[src/sv/cvt_pkg.sv]
// Shared types and constants of the cube vertex transform block.
// Holds the channel payload structs, register codes and datapath widths.
// Depends on nothing; every other file uses it by scoped names.
package cvt_pkg;

  localparam int CfgW = 13;
  localparam int CfgIdxW = 1;
  localparam logic [CfgW-1:0] WidthReset = 13'd640;
  localparam logic [CfgW-1:0] HeightReset = 13'd480;

  typedef enum logic [CfgIdxW-1:0] {
    CfgScreenWidth  = 1'b0,
    CfgScreenHeight = 1'b1
  } cfg_reg_e;

  localparam int QueueDepthDef = 2;

  // Datapath widths.
  localparam int FocalW = 28;
  localparam int NumW = 63;
  localparam int DenW = 41;
  localparam int QuotW = 26;
  localparam int QW = QuotW + 2;
  localparam int DivLat = QuotW + 2;

  // Camera and near plane constants in Q16.16.
  localparam int CamZ = 393216;
  localparam int NearLimit = 6553;
  localparam int FocalScale = 21760;

  typedef struct packed {
    logic              alive;
    logic signed [15:0] scale_x;
    logic signed [15:0] scale_y;
    logic signed [15:0] scale_z;
    logic signed [15:0] quat_x;
    logic signed [15:0] quat_y;
    logic signed [15:0] quat_z;
    logic signed [15:0] quat_w;
    logic signed [31:0] pos_x;
    logic signed [31:0] pos_y;
    logic signed [31:0] pos_z;
  } in_item_t;

  typedef struct packed {
    logic signed [15:0] scale_x;
    logic signed [15:0] scale_y;
    logic signed [15:0] scale_z;
    logic signed [15:0] quat_x;
    logic signed [15:0] quat_y;
    logic signed [15:0] quat_z;
    logic signed [15:0] quat_w;
    logic signed [31:0] pos_x;
    logic signed [31:0] pos_y;
    logic signed [31:0] pos_z;
  } tf_t;

  typedef struct packed {
    logic [2:0]         corner_index;
    logic signed [23:0] screen_x;
    logic signed [23:0] screen_y;
    logic               visible;
    logic               last_corner;
  } out_item_t;

  typedef struct packed {
    logic valid;
  } queue_ctl_t;

endpackage

[src/sv/cvt_if.sv]
// Valid/ready channel interfaces for the transform input and corner output.
// Depends on cvt_pkg for the payload structs.
interface cvt_in_if;
  logic valid;
  logic ready;
  cvt_pkg::in_item_t data;
  modport source(output valid, output data, input ready);
  modport sink(input valid, input data, output ready);
endinterface


[src/sv/cvt_front.sv]
// Front end: accepts transform beats, drops dead objects, queues live ones.
// Depends on cvt_pkg and cvt_in_if.
module cvt_front #(
  parameter int QueueDepth = cvt_pkg::QueueDepthDef
) (
  input  logic                clk_i,
  input  logic                rst_ni,
  cvt_in_if.sink              in_i,
  input  logic                pop_i,
  output cvt_pkg::queue_ctl_t ctl_o,
  output cvt_pkg::tf_t        head_o
);

  localparam int PtrW = (QueueDepth > 1) ? $clog2(QueueDepth) : 1;
  localparam int CntW = $clog2(QueueDepth + 1);
  localparam logic [PtrW-1:0] LastPtr = PtrW'(QueueDepth - 1);
  localparam logic [CntW-1:0] FullCnt = CntW'(QueueDepth);

  cvt_pkg::tf_t mem_q [QueueDepth];
  cvt_pkg::tf_t wr_tf;
  logic [PtrW-1:0] wr_ptr_q, wr_ptr_d, rd_ptr_q, rd_ptr_d;
  logic [CntW-1:0] cnt_q, cnt_d;
  logic push, pop;

  assign in_i.ready = (cnt_q != FullCnt);
  assign push = in_i.valid && in_i.ready && in_i.data.alive;
  assign pop = pop_i && (cnt_q != '0);

  assign ctl_o.valid = (cnt_q != '0);
  assign head_o = mem_q[rd_ptr_q];

  always_comb begin
    wr_tf.scale_x = in_i.data.scale_x;
    wr_tf.scale_y = in_i.data.scale_y;
    wr_tf.scale_z = in_i.data.scale_z;
    wr_tf.quat_x = in_i.data.quat_x;
    wr_tf.quat_y = in_i.data.quat_y;
    wr_tf.quat_z = in_i.data.quat_z;
    wr_tf.quat_w = in_i.data.quat_w;
    wr_tf.pos_x = in_i.data.pos_x;
    wr_tf.pos_y = in_i.data.pos_y;
    wr_tf.pos_z = in_i.data.pos_z;
  end

  always_comb begin
    wr_ptr_d = wr_ptr_q;
    rd_ptr_d = rd_ptr_q;
    cnt_d = cnt_q;
    if (push) begin
      wr_ptr_d = (wr_ptr_q == LastPtr) ? '0 : wr_ptr_q + 1'b1;
    end
    if (pop) begin
      rd_ptr_d = (rd_ptr_q == LastPtr) ? '0 : rd_ptr_q + 1'b1;
    end
    if (push && !pop) begin
      cnt_d = cnt_q + 1'b1;
    end else if (pop && !push) begin
      cnt_d = cnt_q - 1'b1;
    end
  end

  always_ff @(posedge clk_i or negedge rst_ni) begin
    if (!rst_ni) begin
      wr_ptr_q <= '0;
      rd_ptr_q <= '0;
      cnt_q <= '0;
    end else begin
      wr_ptr_q <= wr_ptr_d;
      rd_ptr_q <= rd_ptr_d;
      cnt_q <= cnt_d;
    end
  end

  always_ff @(posedge clk_i) begin
    if (push) begin
      mem_q[wr_ptr_q] <= wr_tf;
    end
  end

endmodule

[src/flat_wrapper.sv]
// flat-port wrapper written by rule: the top's interface ports become plain ports
module cvt_front_flat 
#(
  parameter int QueueDepth = cvt_pkg::QueueDepthDef
)
  (clk_i, rst_ni, pop_i, ctl_o, head_o, in_i_valid, in_i_data, in_i_ready);
  cvt_in_if in_i_i ();
  input  logic clk_i;
  input  logic rst_ni;
  input  logic pop_i;
  output cvt_pkg::queue_ctl_t ctl_o;
  output cvt_pkg::tf_t head_o;
  input wire logic [$bits(in_i_i.valid)-1:0] in_i_valid;
  input wire logic [$bits(in_i_i.data)-1:0] in_i_data;
  output wire logic [$bits(in_i_i.ready)-1:0] in_i_ready;
  assign in_i_i.valid = in_i_valid;
  assign in_i_i.data = in_i_data;
  assign in_i_ready = in_i_i.ready;
  cvt_front #(.QueueDepth(QueueDepth)) u_core (.clk_i(clk_i), .rst_ni(rst_ni), .in_i(in_i_i), .pop_i(pop_i), .ctl_o(ctl_o), .head_o(head_o));
endmodule
[config.mk]
export PLATFORM = sky130hd
export DESIGN_NAME = cvt_front_flat
export DESIGN_NICKNAME = d
export VERILOG_FILES = /design/src/sv/cvt_pkg.sv /design/src/sv/cvt_if.sv /design/src/sv/cvt_front.sv /design/src/flat_wrapper.sv
export SDC_FILE = /design/constraint.sdc
export NUM_CORES = 1
export LEC_CHECK = 0
export ABC_AREA = 1
export BUFFER_PORTS_ARGS = -buffer_cell sky130_fd_sc_hd__clkbuf_2
export CAP_MARGIN = 10
export CORE_ASPECT_RATIO = 1.2
export CORE_MARGIN = 8
export CORE_UTILIZATION = 47
export DETAILED_ROUTE_END_ITERATION = 10
export PLACE_DENSITY = 0.77
export SLEW_MARGIN = 40
export SYNTH_ARGS = -nofsm -noshare
export SYNTH_HDL_FRONTEND = slang
export SYNTH_SLANG_ARGS = --single-unit
[constraint.sdc]
create_clock -name clk_i -period 9.1 [get_ports clk_i]
set_input_delay 1.82 -clock clk_i [delete_from_list [all_inputs] [get_ports clk_i]]
set_output_delay 1.82 -clock clk_i [all_outputs]
set_load 0.01 [all_outputs]
==> impl_metrics.py <==
metrics = {
    "floorplan": {
        "die_h_um": 214,
        "die-area_sq_mm": 0.0387,
        "io_pins": 423,
        "start_util": 0.476,
        "die_x_um": 181,
        "coreArea_sq_mm": 0.0322,
        "row_count": 72,
    },
    "setup_path": {
        "crit_top_cell": "nand2_1",
        "cp_max_fo": 111,
        "end_kind": "output pin",
        "crit_buf_inv": 3,
        "cp_slowest_stage_delay_ns": 0.72,
        "crit_family": "buffers and inverters",
        "worst_ep_required_time_ns": 7.28,
        "crit_chain": "inv_8, buf_6, nand2_1, nand2_1, clkbuf_2",
        "arrival_ns": 2.92,
        "cpMaxStageDelayCell": "dfrtp_4",
        "critPathKind": "flip-flop to output pin",
        "crit_path_start_kind": "flip-flop",
    },
    "timing": {
        "report.final.setup_viol": 0,
        "min_period_ns": 4.74,
        "finalSetupTns_ns": 0,
        "final.setup_skew_ns": 0.0121,
        "max_freq_mhz": 211,
        "relSlewSlack": 0.462,
        "slew_viol_final": 0,
        "finalHoldViolCount": 0,
        "rsz0062_at_grt": "no",
        "finalCritPeriodShare": 0.521,
        "tightest_slew_ns": 0.807,
        "hold_ws_ns": 0.472,
    },
    "pwr": {
        "p_leak_nw": 8.20,
        "sw_frac_of_total": 0.330,
        "power_density_mw_per_mm2": 298,
        "pwr-share-seq": 0.438,
        "peakVddDrop_uv": 297,
        "p_clk_frac": 0.271,
        "p_sw_mw": 1.88,
        "comb_power_share": 0.292,
        "internal-power_mw": 3.81,
    },
    "synth": {
        "ys_warn_count": 0,
        "synth_edf_count": 416,
        "postSynth.asyncResetShare": 0.00952,
        "synthesis.area_sq_mm": 0.0153,
        "synth_top_area_share": 0.815,
        "synthCells": 1118,
        "synthTopCellsByCount": "nand2_1, edfxtp_1, buf_2, buf_4, inv_1",
        "synth_seq_cells": 420,
        "netlist_top_cells_area": "edfxtp_1, nand2_1, buf_2",
        "yosysSeqAreaShare": 0.822,
        "synth_flop_cell": "edfxtp_1",
        "yosys.area.top_type": "edfxtp_1",
        "ys_types": 14,
        "synth_nets": 1332,
        "postSynthAreaPerCell_sq_um": 13.7,
        "synthMostInstantiatedCell": "nand2_1",
    },
    "clock_tree": {
        "clk_latency_ns": 0.52,
        "cts_made_buffers": 40,
        "path_clk_slew_ns": 0.06,
        "cts_buffer_depth": 3,
        "cts_setup_buffers": 0,
        "tritoncts": "built",
        "clock_sinks": 420,
        "clockRootBuffer": "clkbuf_16",
        "postCtsResizedCells": 0,
        "cts_max_level": 2,
        "cts_hold_buffers": 0,
    },
    "place": {
        "numPortBuffers": 422,
        "dp_hpwl_um": 25100,
        "place_congestion": 0.793,
    },
    "finish": {
        "nets": 1761,
        "area_delta_synth_final_pct": 24.6,
        "drive_above_1_share": 0.309,
    },
    "job": {
        "drv_cap": 0,
    },
    "route": {
        "drtIter0Drc": 669,
        "drc": 0,
        "drt_first_pass_iters": 5,
        "ant_nets": 0,
        "viasPerCell": 4.93,
        "vias": 9770,
        "routed_wl_um": 36800,
        "wl_per_cell_um": 18.5,
    },
    "global_routing": {
        "grt_pass1_vias": 10100,
        "antenna_found_initial": 6,
        "grt_usage": 0.182,
        "grt_overflow": 0,
        "grt_max_degree": 150,
        "grt_pass1_wl_um": 54700,
    },
    "min_path": {
        "holdCritPathClass": "flip-flop to flip-flop",
    },
    "status": {
        "outcome": "complete, no violations",
    },
}
[logic make-up (layout without fill, tap and decap cells)]
logic type	count (synthesis)	in the layout	share of synthesized area
compound gates	1	1	0.000326
xor+xnor	1	1	0.000572
fa+ha+maj	1	1	0.000817
buf+inv	53	510	0.0186
flops	420	420	0.822
other cells	0	1	0
simple gates	642	642	0.158
[through the flow]
stage	std cells	util	total power, mW	area (sq um)	setup slack, ns
6_report	1983	0.593	5.69	19100	4.36
5_1_grt	1983	0.593	5.99	19100	4.12
4_1_cts	1979	0.591	5.76	19000	4.11
3_5_place_dp	1909	0.553	4.21	17800	4.68
3_3_place_gp	1908	0.552	4.17	17800	4.44
2_1_floorplan	1118	-	3.51	15300	1.30
[registers in the layout, indices dropped and copies added, names as in the netlist]
| name | cells |
|---|---|
| u_core.cnt_q | 2 |
| u_core.mem_q | 416 |
| u_core.rd_ptr_q | 1 |
| u_core.wr_ptr_q | 1 |
[cell usage in the layout, fill, tap and decap left out, drive strengths merged]
cell and count:
a21oi 1, clkinv 12, bufinv 2, nand4 1
clkinvlp 1, buf 11, clkbuf 477, nand2 637
ha 1, nand3 3, diode 1, edfxtp 416
nor2 1, dfrtp 4, inv 7, xnor2 1
[per-layer routing]
| metal | global-route usage | wire length (um) |
|---|---|---|
| met3 | 0.0703 | 3680 |
| met1 | 0.200 | 13400 |
| met4 | 0.0796 | 1430 |
| met2 | 0.313 | 18200 |
| met5 | 0 | 57 |
[worst min-delay path: stages, from the launching register on]
cell and delay (ns):
dfrtp_1 0.34, nand2_1 0.05, nand2_1 0.05
[layout make-up]
type	instances	area, sq um
clock buffers	55	1090
multi-input cells	645	2450
flip-flops and latches	420	12600
clock inverters	15	118
fillers	2494	13100
diodes	1	2.50
inverters	7	46.3
repair buffers	433	2270
well taps	407	509
[worst paths after layout]
kind / startpoint / end / slack, ns / cells after the start
setup / recovery: u_core.rd_ptr_q / head_o[153] / 4.36 / 5
hold reg to reg: u_core.wr_ptr_q / u_core.wr_ptr_q / 0.47 / 2
max in group asynchronous: rst_ni / u_core.rd_ptr_q / 7.84 / 1
hold / removal: u_core.wr_ptr_q / u_core.wr_ptr_q / 0.47 / 2
setup reg to reg: u_core.cnt_q[0] / u_core.mem_q[0][117] / 6.46 / 7
min in group asynchronous: rst_ni / u_core.cnt_q[0] / 1.10 / 1
[power groups by stage]
stage / clock, mW / sequential [mW] / combinational [mW]
floorplan: 0 / 2.53 / 0.985
detailed placement: 0 / 2.53 / 1.68
finish: 1.54 / 2.49 / 1.66
global route: 1.64 / 2.51 / 1.84
global placement: 0 / 2.53 / 1.65
CTS: 1.58 / 2.49 / 1.69
(Power assumes the default switching activity.)
